## src/hdl/lir_pkg.sv

```systemverilog
// shared types and constants for the linear interpolation resampler
// no dependencies; imported by every module of the block
package lir_pkg;

    localparam int RATE_W       = 18;
    localparam int WHOLE_W      = 32;
    localparam int BUDGET_W     = 40;
    localparam int SHORT_W      = 20;
    localparam int MAX_RESULTS  = 64;
    localparam int N_W          = $clog2(MAX_RESULTS + 1);
    localparam int APB_ADDR_W   = 3;
    localparam int APB_DATA_W   = 32;

    localparam int DEF_SAMPLE_BITS  = 16;
    localparam int DEF_MAX_UPSAMPLE = 16;

    localparam logic [RATE_W-1:0] IN_RATE_RST  = RATE_W'(48000);
    localparam logic [RATE_W-1:0] OUT_RATE_RST = RATE_W'(16000);

    // register index, taken from paddr[2]
    localparam logic REG_IN_RATE  = 1'b0;
    localparam logic REG_OUT_RATE = 1'b1;

    typedef struct packed {
        logic [RATE_W-1:0] in_rate;
        logic [RATE_W-1:0] out_rate;
    } rates_t;

    typedef struct packed {
        logic start;
        logic short_op;
    } div_req_t;

    typedef struct packed {
        logic done;
    } div_rsp_t;

endpackage

```

## src/hdl/lir_cfg.sv

```systemverilog
// apb register file holding the two rate registers
// depends on lir_pkg
module lir_cfg (
    input  logic                            clk,
    input  logic                            rst_n,
    input  logic                            psel,
    input  logic                            penable,
    input  logic                            pwrite,
    input  logic [lir_pkg::APB_ADDR_W-1:0]  paddr,
    input  logic [lir_pkg::APB_DATA_W-1:0]  pwdata,
    output logic [lir_pkg::APB_DATA_W-1:0]  prdata,
    output logic                            pready,
    output lir_pkg::rates_t                 rates
);
    import lir_pkg::*;

    logic [RATE_W-1:0] in_rate_reg;
    logic [RATE_W-1:0] out_rate_reg;

    always_ff @(posedge clk or negedge rst_n)
    begin
        if (!rst_n)
        begin
            in_rate_reg  <= IN_RATE_RST;
            out_rate_reg <= OUT_RATE_RST;
        end
        else if (psel && penable && pwrite)
        begin
            case (paddr[2])
                REG_IN_RATE:  in_rate_reg  <= pwdata[RATE_W-1:0];
                REG_OUT_RATE: out_rate_reg <= pwdata[RATE_W-1:0];
                default: ;
            endcase
        end
    end

    always_comb
    begin
        case (paddr[2])
            REG_IN_RATE:  prdata = APB_DATA_W'(in_rate_reg);
            REG_OUT_RATE: prdata = APB_DATA_W'(out_rate_reg);
            default:      prdata = '0;
        endcase
    end

    assign pready         = 1'b1;
    assign rates.in_rate  = in_rate_reg;
    assign rates.out_rate = out_rate_reg;

endmodule

```

## src/hdl/lir_div.sv

```systemverilog
// shared restoring divider, two quotient bits per cycle
// depends on lir_pkg; serves the phase and the interpolation divides
module lir_div #(
    parameter int DIV_W = 34
) (
    input  logic                        clk,
    input  logic                        rst_n,
    input  lir_pkg::div_req_t           req,
    input  logic [DIV_W-1:0]            dividend,
    input  logic [lir_pkg::RATE_W-1:0]  divisor,
    output lir_pkg::div_rsp_t           rsp,
    output logic [DIV_W-1:0]            quotient,
    output logic [lir_pkg::RATE_W-1:0]  remainder
);
    import lir_pkg::*;

    localparam int CNT_W = $clog2(DIV_W / 2 + 1);

    logic [DIV_W-1:0]  q_reg;
    logic [RATE_W-1:0] r_reg;
    logic [CNT_W-1:0]  cnt_reg;
    logic              busy_reg;
    logic              done_reg;

    logic [RATE_W:0]   t1, t2;
    logic              ge1, ge2;
    logic [RATE_W-1:0] r1, r2;
    logic [DIV_W-1:0]  q1, q2;

    always_comb
    begin
        t1  = {r_reg, q_reg[DIV_W-1]};
        ge1 = t1 >= {1'b0, divisor};
        r1  = ge1 ? RATE_W'(t1 - {1'b0, divisor}) : RATE_W'(t1);
        q1  = {q_reg[DIV_W-2:0], ge1};
        t2  = {r1, q1[DIV_W-1]};
        ge2 = t2 >= {1'b0, divisor};
        r2  = ge2 ? RATE_W'(t2 - {1'b0, divisor}) : RATE_W'(t2);
        q2  = {q1[DIV_W-2:0], ge2};
    end

    always_ff @(posedge clk or negedge rst_n)
    begin
        if (!rst_n)
        begin
            busy_reg <= 1'b0;
            done_reg <= 1'b0;
            cnt_reg  <= '0;
        end
        else
        begin
            done_reg <= 1'b0;
            if (req.start)
            begin
                busy_reg <= 1'b1;
                cnt_reg  <= req.short_op ? CNT_W'(SHORT_W / 2) : CNT_W'(DIV_W / 2);
            end
            else if (busy_reg)
            begin
                cnt_reg <= cnt_reg - CNT_W'(1);
                if (cnt_reg == CNT_W'(1))
                begin
                    busy_reg <= 1'b0;
                    done_reg <= 1'b1;
                end
            end
        end
    end

    // narrow dividends are shifted to the top so fewer steps finish them
    always_ff @(posedge clk)
    begin
        if (req.start)
        begin
            q_reg <= req.short_op ? (dividend << (DIV_W - SHORT_W)) : dividend;
            r_reg <= '0;
        end
        else if (busy_reg)
        begin
            q_reg <= q2;
            r_reg <= r2;
        end
    end

    assign rsp.done  = done_reg;
    assign quotient  = q_reg;
    assign remainder = r_reg;

endmodule

```

## src/hdl/lir_seq.sv

```systemverilog
// sequencer and datapath: phase tracking, output credit, interpolation
// depends on lir_pkg; drives the shared divider lir_div
module lir_seq #(
    parameter int SAMPLE_BITS  = lir_pkg::DEF_SAMPLE_BITS,
    parameter int MAX_UPSAMPLE = lir_pkg::DEF_MAX_UPSAMPLE,
    parameter int DIV_W        = 34
) (
    input  logic                        clk,
    input  logic                        rst_n,
    input  lir_pkg::rates_t             rates,
    input  logic                        in_valid,
    output logic                        in_ready,
    input  logic [SAMPLE_BITS-1:0]      in_sample,
    input  logic                        in_last,
    output logic                        out_valid,
    input  logic                        out_ready,
    output logic [SAMPLE_BITS-1:0]      out_sample,
    output logic                        out_last,
    output lir_pkg::div_req_t           div_req,
    input  lir_pkg::div_rsp_t           div_rsp,
    output logic [DIV_W-1:0]            div_dividend,
    output logic [lir_pkg::RATE_W-1:0]  divisor,
    input  logic [DIV_W-1:0]            div_quotient,
    input  logic [lir_pkg::RATE_W-1:0]  div_remainder
);
    import lir_pkg::*;

    localparam int SB    = SAMPLE_BITS;
    localparam int PW    = SB + 20;
    localparam int LIM_W = RATE_W + $clog2(MAX_UPSAMPLE + 1);

    typedef enum logic [3:0] {
        S_IDLE, S_REN, S_REN_WAIT, S_LOOP, S_CHECK, S_PDIV, S_PDIV_WAIT,
        S_ADV, S_ADV_WAIT, S_FIN, S_FLUSH
    } state_t;

    state_t                 state_reg;
    logic [SB-1:0]          x_reg;
    logic                   last_reg;
    logic [SB-1:0]          prev_reg;
    logic [SB-1:0]          first_reg;
    logic [WHOLE_W-1:0]     k_reg;
    logic [WHOLE_W-1:0]     whole_reg;
    logic [RATE_W-1:0]      rem_reg;
    logic [BUDGET_W-1:0]    budget_reg;
    logic                   any_reg;
    logic                   held_valid_reg;
    logic [SB-1:0]          held_reg;
    logic [N_W-1:0]         n_reg;
    logic [RATE_W-1:0]      inr_reg;
    logic [RATE_W-1:0]      outr_reg;
    logic signed [PW-1:0]   prod_reg;
    logic                   neg_reg;
    logic                   pend_valid_reg;
    logic [SB-1:0]          pend_reg;
    logic                   out_valid_reg;
    logic [SB-1:0]          out_data_reg;
    logic                   out_last_reg;
    logic                   div_start_reg;
    logic                   div_short_reg;
    logic [DIV_W-1:0]       dvd_reg;

    logic [RATE_W-1:0]      inr_c;
    logic [RATE_W-1:0]      outnz_c;
    logic [LIM_W-1:0]       lim_c;
    logic [RATE_W-1:0]      outr_c;
    logic                   slot_free;
    logic [WHOLE_W-1:0]     d_c;
    logic                   behind_c;
    logic                   at_end_c;
    logic signed [SB:0]     diff_c;
    logic signed [PW-1:0]   prod_c;
    logic [PW-1:0]          prod_mag_c;
    logic signed [SB+1:0]   q_mag_c;
    logic signed [SB+1:0]   t_c;
    logic signed [SB+1:0]   v_c;
    logic [RATE_W:0]        s_c;
    logic [RATE_W:0]        s_sub_c;
    logic [BUDGET_W:0]      bsum_c;
    logic                   can_emit_c;
    logic                   need_first_c;

    always_comb
    begin
        inr_c   = (rates.in_rate == '0) ? RATE_W'(1) : rates.in_rate;
        outnz_c = (rates.out_rate == '0) ? RATE_W'(1) : rates.out_rate;
        lim_c   = LIM_W'(MAX_UPSAMPLE) * LIM_W'(inr_c);
        outr_c  = (LIM_W'(outnz_c) > lim_c) ? RATE_W'(lim_c) : outnz_c;

        slot_free = !out_valid_reg || out_ready;

        // modular distance from the next output position to the newest sample
        d_c      = k_reg - whole_reg;
        behind_c = (d_c != '0) && !d_c[WHOLE_W-1];
        at_end_c = last_reg && (d_c == '0);

        diff_c     = $signed({x_reg[SB-1], x_reg}) - $signed({prev_reg[SB-1], prev_reg});
        prod_c     = diff_c * $signed({1'b0, rem_reg});
        prod_mag_c = prod_reg[PW-1] ? PW'(-prod_reg) : PW'(prod_reg);
        q_mag_c    = $signed((SB+2)'(div_quotient));
        t_c        = neg_reg ? -q_mag_c : q_mag_c;
        v_c        = $signed({{2{prev_reg[SB-1]}}, prev_reg}) + t_c;

        s_c     = {1'b0, rem_reg} + {1'b0, inr_reg};
        s_sub_c = s_c - {1'b0, outr_reg};
        bsum_c  = {1'b0, budget_reg} + (BUDGET_W+1)'(outr_reg);

        can_emit_c   = (budget_reg >= BUDGET_W'(inr_reg)) && (n_reg < N_W'(MAX_RESULTS));
        need_first_c = last_reg && !any_reg && (n_reg < N_W'(MAX_RESULTS));
    end

    always_ff @(posedge clk or negedge rst_n)
    begin
        if (!rst_n)
        begin
            state_reg      <= S_IDLE;
            prev_reg       <= '0;
            first_reg      <= '0;
            k_reg          <= '0;
            whole_reg      <= '0;
            rem_reg        <= '0;
            budget_reg     <= '0;
            any_reg        <= 1'b0;
            held_valid_reg <= 1'b0;
            pend_valid_reg <= 1'b0;
            out_valid_reg  <= 1'b0;
            div_start_reg  <= 1'b0;
            div_short_reg  <= 1'b0;
            n_reg          <= '0;
        end
        else
        begin
            div_start_reg <= 1'b0;
            if (out_valid_reg && out_ready)
                out_valid_reg <= 1'b0;

            case (state_reg)
                S_IDLE:
                begin
                    if (in_valid)
                    begin
                        x_reg    <= in_sample;
                        last_reg <= in_last;
                        inr_reg  <= inr_c;
                        outr_reg <= outr_c;
                        n_reg    <= '0;
                        if (k_reg == '0)
                            first_reg <= in_sample;
                        state_reg <= S_REN;
                    end
                end

                // bring the remainder back under the current out_rate, add credit
                S_REN:
                begin
                    budget_reg <= bsum_c[BUDGET_W] ? '1 : bsum_c[BUDGET_W-1:0];
                    if (rem_reg >= outr_reg)
                    begin
                        dvd_reg       <= DIV_W'(rem_reg);
                        div_short_reg <= 1'b1;
                        div_start_reg <= 1'b1;
                        state_reg     <= S_REN_WAIT;
                    end
                    else
                        state_reg <= S_LOOP;
                end

                S_REN_WAIT:
                begin
                    if (div_rsp.done)
                    begin
                        whole_reg <= whole_reg + WHOLE_W'(div_quotient);
                        rem_reg   <= div_remainder;
                        state_reg <= S_LOOP;
                    end
                end

                S_LOOP:
                begin
                    if (!held_valid_reg)
                        state_reg <= S_CHECK;
                    else if (!can_emit_c)
                        state_reg <= S_FIN;
                    else if (!(pend_valid_reg && !slot_free))
                    begin
                        if (pend_valid_reg)
                        begin
                            out_valid_reg <= 1'b1;
                            out_data_reg  <= pend_reg;
                            out_last_reg  <= 1'b0;
                        end
                        pend_reg       <= held_reg;
                        pend_valid_reg <= 1'b1;
                        budget_reg     <= budget_reg - BUDGET_W'(inr_reg);
                        held_valid_reg <= 1'b0;
                        any_reg        <= 1'b1;
                        n_reg          <= n_reg + N_W'(1);
                        state_reg      <= S_CHECK;
                    end
                end

                S_CHECK:
                begin
                    if (at_end_c)
                    begin
                        held_reg  <= x_reg;
                        state_reg <= S_ADV;
                    end
                    else if (behind_c)
                    begin
                        prod_reg  <= prod_c;
                        state_reg <= S_PDIV;
                    end
                    else
                        state_reg <= S_FIN;
                end

                S_PDIV:
                begin
                    neg_reg       <= prod_reg[PW-1];
                    dvd_reg       <= DIV_W'(prod_mag_c);
                    div_short_reg <= 1'b0;
                    div_start_reg <= 1'b1;
                    state_reg     <= S_PDIV_WAIT;
                end

                S_PDIV_WAIT:
                begin
                    if (div_rsp.done)
                    begin
                        held_reg  <= v_c[SB-1:0];
                        state_reg <= S_ADV;
                    end
                end

                // step the phase by in_rate / out_rate
                S_ADV:
                begin
                    if (s_c < {1'b0, outr_reg})
                    begin
                        rem_reg        <= RATE_W'(s_c);
                        held_valid_reg <= 1'b1;
                        state_reg      <= S_LOOP;
                    end
                    else if (s_sub_c < {1'b0, outr_reg})
                    begin
                        whole_reg      <= whole_reg + WHOLE_W'(1);
                        rem_reg        <= RATE_W'(s_sub_c);
                        held_valid_reg <= 1'b1;
                        state_reg      <= S_LOOP;
                    end
                    else
                    begin
                        dvd_reg       <= DIV_W'(s_c);
                        div_short_reg <= 1'b1;
                        div_start_reg <= 1'b1;
                        state_reg     <= S_ADV_WAIT;
                    end
                end

                S_ADV_WAIT:
                begin
                    if (div_rsp.done)
                    begin
                        whole_reg      <= whole_reg + WHOLE_W'(div_quotient);
                        rem_reg        <= div_remainder;
                        held_valid_reg <= 1'b1;
                        state_reg      <= S_LOOP;
                    end
                end

                S_FIN:
                begin
                    if (!(need_first_c && pend_valid_reg && !slot_free))
                    begin
                        // a run that released nothing yields its first sample
                        if (need_first_c)
                        begin
                            if (pend_valid_reg)
                            begin
                                out_valid_reg <= 1'b1;
                                out_data_reg  <= pend_reg;
                                out_last_reg  <= 1'b0;
                            end
                            pend_reg       <= first_reg;
                            pend_valid_reg <= 1'b1;
                        end
                        if (last_reg)
                        begin
                            k_reg          <= '0;
                            whole_reg      <= '0;
                            rem_reg        <= '0;
                            budget_reg     <= '0;
                            any_reg        <= 1'b0;
                            held_valid_reg <= 1'b0;
                        end
                        else
                            k_reg <= k_reg + WHOLE_W'(1);
                        prev_reg  <= x_reg;
                        state_reg <= S_FLUSH;
                    end
                end

                S_FLUSH:
                begin
                    if (!pend_valid_reg)
                        state_reg <= S_IDLE;
                    else if (slot_free)
                    begin
                        out_valid_reg  <= 1'b1;
                        out_data_reg   <= pend_reg;
                        out_last_reg   <= 1'b1;
                        pend_valid_reg <= 1'b0;
                        state_reg      <= S_IDLE;
                    end
                end

                default: state_reg <= S_IDLE;
            endcase
        end
    end

    assign in_ready         = (state_reg == S_IDLE);
    assign out_valid        = out_valid_reg;
    assign out_sample       = out_data_reg;
    assign out_last         = out_last_reg;
    assign div_req.start    = div_start_reg;
    assign div_req.short_op = div_short_reg;
    assign div_dividend     = dvd_reg;
    assign divisor          = outr_reg;

endmodule

```

## src/hdl/linear_interp_resampler.sv

```systemverilog
// top level of the linear interpolation sample-rate converter
// depends on lir_pkg, lir_cfg, lir_div and lir_seq
//
// Usage: mono signed samples enter on the s_axis channel, one per beat, with
// s_axis_tlast on the final sample of a buffer. Resampled samples leave on
// m_axis; m_axis_tlast marks the last output caused by one input beat. An
// input beat may cause no output, or up to sixty-four (at most sixteen in
// steady state). in_rate and out_rate are written over apb at 0x0 and 0x4;
// the user must do so only while the block is idle, which it does not enforce.
// Work: an input beat steps the sequencer through its states; per output it adds
// a full-width divide for an interpolated value, none for a copy of the final sample
// (DIV_W = 34 at 16-bit samples); a phase step spanning two or more source
// samples adds a short divide of SHORT_W bits, as does rescaling the phase after a
// rate change. The first output of a beat appears on m_axis once the next one is
// released, the last one as the beat's work ends.
// Reset returns the rates to 48000 and 16000 and clears all buffer state.
// A stalled m_axis holds the pending output; the block then waits until the
// result register frees up, and s_axis_tready stays low until it is idle again.
module linear_interp_resampler #(
    parameter int SAMPLE_BITS  = lir_pkg::DEF_SAMPLE_BITS,
    parameter int MAX_UPSAMPLE = lir_pkg::DEF_MAX_UPSAMPLE
) (
    input  logic                                clk,
    input  logic                                rst_n,
    input  logic                                psel,
    input  logic                                penable,
    input  logic                                pwrite,
    input  logic [lir_pkg::APB_ADDR_W-1:0]      paddr,
    input  logic [lir_pkg::APB_DATA_W-1:0]      pwdata,
    output logic [lir_pkg::APB_DATA_W-1:0]      prdata,
    output logic                                pready,
    input  logic                                s_axis_tvalid,
    output logic                                s_axis_tready,
    // fields from bit 0: sample
    input  logic [((SAMPLE_BITS+7)/8)*8-1:0]    s_axis_tdata,
    input  logic                                s_axis_tlast,
    output logic                                m_axis_tvalid,
    input  logic                                m_axis_tready,
    // fields from bit 0: out_sample
    output logic [((SAMPLE_BITS+7)/8)*8-1:0]    m_axis_tdata,
    output logic                                m_axis_tlast
);
    import lir_pkg::*;

    localparam int TDATA_W = ((SAMPLE_BITS + 7) / 8) * 8;
    localparam int DIV_W   = ((SAMPLE_BITS + 19) / 2) * 2;

    rates_t                 rates;
    div_req_t               div_req;
    div_rsp_t               div_rsp;
    logic [DIV_W-1:0]       div_dividend;
    logic [DIV_W-1:0]       div_quotient;
    logic [RATE_W-1:0]      divisor;
    logic [RATE_W-1:0]      div_remainder;
    logic [SAMPLE_BITS-1:0] out_sample;

    lir_cfg u_cfg (
        .clk     (clk),
        .rst_n   (rst_n),
        .psel    (psel),
        .penable (penable),
        .pwrite  (pwrite),
        .paddr   (paddr),
        .pwdata  (pwdata),
        .prdata  (prdata),
        .pready  (pready),
        .rates   (rates)
    );

    lir_div #(
        .DIV_W (DIV_W)
    ) u_div (
        .clk       (clk),
        .rst_n     (rst_n),
        .req       (div_req),
        .dividend  (div_dividend),
        .divisor   (divisor),
        .rsp       (div_rsp),
        .quotient  (div_quotient),
        .remainder (div_remainder)
    );

    lir_seq #(
        .SAMPLE_BITS  (SAMPLE_BITS),
        .MAX_UPSAMPLE (MAX_UPSAMPLE),
        .DIV_W        (DIV_W)
    ) u_seq (
        .clk           (clk),
        .rst_n         (rst_n),
        .rates         (rates),
        .in_valid      (s_axis_tvalid),
        .in_ready      (s_axis_tready),
        .in_sample     (s_axis_tdata[SAMPLE_BITS-1:0]),
        .in_last       (s_axis_tlast),
        .out_valid     (m_axis_tvalid),
        .out_ready     (m_axis_tready),
        .out_sample    (out_sample),
        .out_last      (m_axis_tlast),
        .div_req       (div_req),
        .div_rsp       (div_rsp),
        .div_dividend  (div_dividend),
        .divisor       (divisor),
        .div_quotient  (div_quotient),
        .div_remainder (div_remainder)
    );

    assign m_axis_tdata = TDATA_W'(out_sample);

endmodule

```

## config.mk

```make
export PLATFORM = sky130hd
export DESIGN_NAME = linear_interp_resampler
export DESIGN_NICKNAME = d
export VERILOG_FILES = /design/src/hdl/lir_pkg.sv /design/src/hdl/lir_cfg.sv /design/src/hdl/lir_div.sv /design/src/hdl/lir_seq.sv /design/src/hdl/linear_interp_resampler.sv
export SDC_FILE = /design/constraint.sdc
export NUM_CORES = 2
export LEC_CHECK = 0
export BUFFER_PORTS_ARGS = -buffer_cell sky130_fd_sc_hd__buf_2
export CAP_MARGIN = 20
export CORE_AREA = 2 2 314 316
export DETAILED_ROUTE_END_ITERATION = 12
export DIE_AREA = 0 0 316 318
export SYNTH_ARGS = -nofsm -noshare
export SYNTH_HDL_FRONTEND = slang
export SYNTH_HIERARCHICAL = 1
export SYNTH_SLANG_ARGS = --single-unit
```

## constraint.sdc

```tcl
create_clock -name clk -period 18.85 [get_ports clk]
set_input_delay 1.885 -clock clk [delete_from_list [all_inputs] [get_ports clk]]
set_output_delay 1.885 -clock clk [all_outputs]
set_load 0.02 [all_outputs]
```

==> qor.csv <==
metric,value,unit
Syn Std Cell Area,43500,µm²
CP arrival,10.42,ns
number of antenna violations at the first check in global routing,3,
"most common cell after layout, fill and taps aside",inv_1,
Fmax,99.5,MHz
Hold WC Path Type,reg2reg,
Initial Util,44.6,%
CTS Hold Bufs,0,
"commonest non-fill, non-tap cells in the layout","inv_1, nand2_1, ha_1",
"Clk Latency, worst-skew pair",0.64,ns
Syn Area/Cell,9.05,µm²
Clock Sinks,438,
largest net degree at the start of global routing,70,
Worst slew margin,26.7,%
"Max stage delay cell, worst path",o311a_1,
Post-CTS Resized,0,
Post-synth EDFFs,206,
final setup skew,0.0468,ns
number of flip-flops in the largest register,40,
YS warnings,6,
Num CTS Buffers,51,
Via density,5.73,
Layout Nets,5472,
H-Tree Depth,2,
post-layout minimum cycle time,10.05,ns
layout cells sized above 1,9.54,%
drt initial violations,3090,
# IOs,111,
Critical Path Sink Type,register,
Async SR Flop Fraction,48.9,%
worst-case clock buffer depth,3,
startpoint types,register,
Main synth FF type,edfxtp_1,
CTS tree,done,
Post-CTS Setup Repair Bufs,0,
CP most frequent cell,fa_1,
Slew @ Worst Pin,1.09,ns
Die Wd,316,µm
CP max stage delay,0.86,ns
vias in the first global route,34200,
via count,35000,
sequential fraction of the synthesis area,27.4,%
Final ANT Viol Nets,0,
CP required,19.21,ns
Crit Path Max Fanout,37,
gr ovfl total,0,
Wirelength per Cell,20.2,µm
#FFs+latches synth,438,
fin. max-slew vios,0,
Detail Placement HPWL,91800,µm
Die Height,318,µm
Post-DP Area,45100,µm²
post-route cell area,47000,µm²
Tcrit/Tclk final,53.3,%
"Reg clk slew, reported paths",0.06,ns
"Hold Violations, Final",0,
first-pass GRT wire length,195000,µm
PortBufs,79,
RePlAce Congestion,0.918,
setup_tns,0,ns
Die ar.,100000,µm²
Placement Rows,115,
DRT Pass-1 Iters,6,
post-synth cell types,110,
Overall Global Routing Usage,24.6,%
MaxCap Viol Count,0,
DRT Wirelength,123000,µm
Root Buffer,clkbuf_16,
Area Overhead vs Synth,8.12,%
RSZ-0062 raised after global routing,no,
critical path type,reg2reg,
core region area,97400,µm²
drt drc,0,
final setup fails,0,
Post-Synthesis Cells,4803,
status,finished clean,
[metrics by stage]
step / cells / hold WS (ns) / worst slack (ns) / util (%)
5_1_grt: 6108 / 0.391 / 8.06 / 48.2
3_3_place_gp: 6006 / 0.402 / 9.01 / 46.3
4_1_cts: 6102 / 0.387 / 8.83 / 48.1
2_1_floorplan: 4816 / 0.400 / 10.17 / -
3_5_place_dp: 6006 / 0.405 / 8.88 / 46.3
6_report: 6109 / 0.388 / 8.80 / 48.2
[area by class of cell]
class | instances | area, µm²
well taps | 1287 | 1610
clock inverters | 24 | 289
inverters | 513 | 1930
fillers | 9244 | 50400
multi-input cells | 3624 | 28800
repair buffers | 149 | 982
diodes | 2 | 5.00
flip-flops and latches | 438 | 11900
clock buffers | 72 | 1490
[path summary, 6_finish.rpt]
path,startpoint,end,slack [ns],cells past startpoint
setup reg to reg,u_seq/prev_reg[1]$_DFFE_PN0P_,u_seq/prod_reg[32]$_DFFE_PP_,8.80,33
max in group asynchronous,rst_n,u_seq/state_reg[0]$_DFFE_PN0P_,15.74,3
hold / removal,u_seq/pend_reg[11]$_DFFE_PP_,u_seq/out_sample[11]$_DFFE_PP_,0.39,0
hold reg to reg,u_seq/pend_reg[11]$_DFFE_PP_,u_seq/out_sample[11]$_DFFE_PP_,0.39,0
setup / recovery,u_seq/prev_reg[1]$_DFFE_PN0P_,u_seq/prod_reg[32]$_DFFE_PP_,8.80,33
min in group asynchronous,rst_n,u_cfg/in_rate_reg[10]$_DFFE_PN0P_,1.15,1
[routing by layer]
layer | track usage [%] | up-vias | part of all wire, %
met2 | 38.2 | 988 | 45
met1 | 35.3 | 17100 | 46
met4 | 7.67 | 2 | 3.0
met5 | 0 | - | 0.011
met3 | 3.37 | 196 | 6.1
li1 | - | 16800 | -
[synthesized netlist by cell type, types with 83 or more instances]
cell      instances  area share, %
xnor2_1         143            2.9
edfxtp_1        206             14
nor3_1           92            1.1
ha_1            388             11
dfrtp_1         201             12
inv_1           510            4.4
xor2_1          109            2.2
a21oi_1         259            3.0
nand3_1          83           0.96
mux2_2          100            2.6
and2_1          129            1.9
nor2_1          258            2.2
fa_1            248             11
o21ai_0         229            2.6
clkbuf_1        199            1.7
a21o_1          109            1.9
nand2_1         506            4.4
[kinds of logic after synthesis]
logic type / Yosys count / share of synthesized area, %
AO/OA/AOI/OAI: 1134 / 17.6
adder cells (fa/ha/maj): 636 / 22.6
AND/OR/NAND/NOR: 1420 / 16.1
XOR/XNOR: 252 / 5.08
flip-flops: 438 / 27.4
other: 2 / 0.0173
buffers and inverters: 754 / 6.80
multiplexers: 167 / 4.37
[worst max-delay path, delay by kind of cell (launching register included)]
family	cells	cell delay (ns)
buf+inv	5	0.61
fa+ha+maj	8	3.89
flops	1	0.45
compound gates	14	3.76
xor+xnor	1	0.12
simple gates	5	0.96
Power is left out: the tool's default activity adds up to more than one toggle a clock period on the data nets, which glitch-free logic cannot reach.
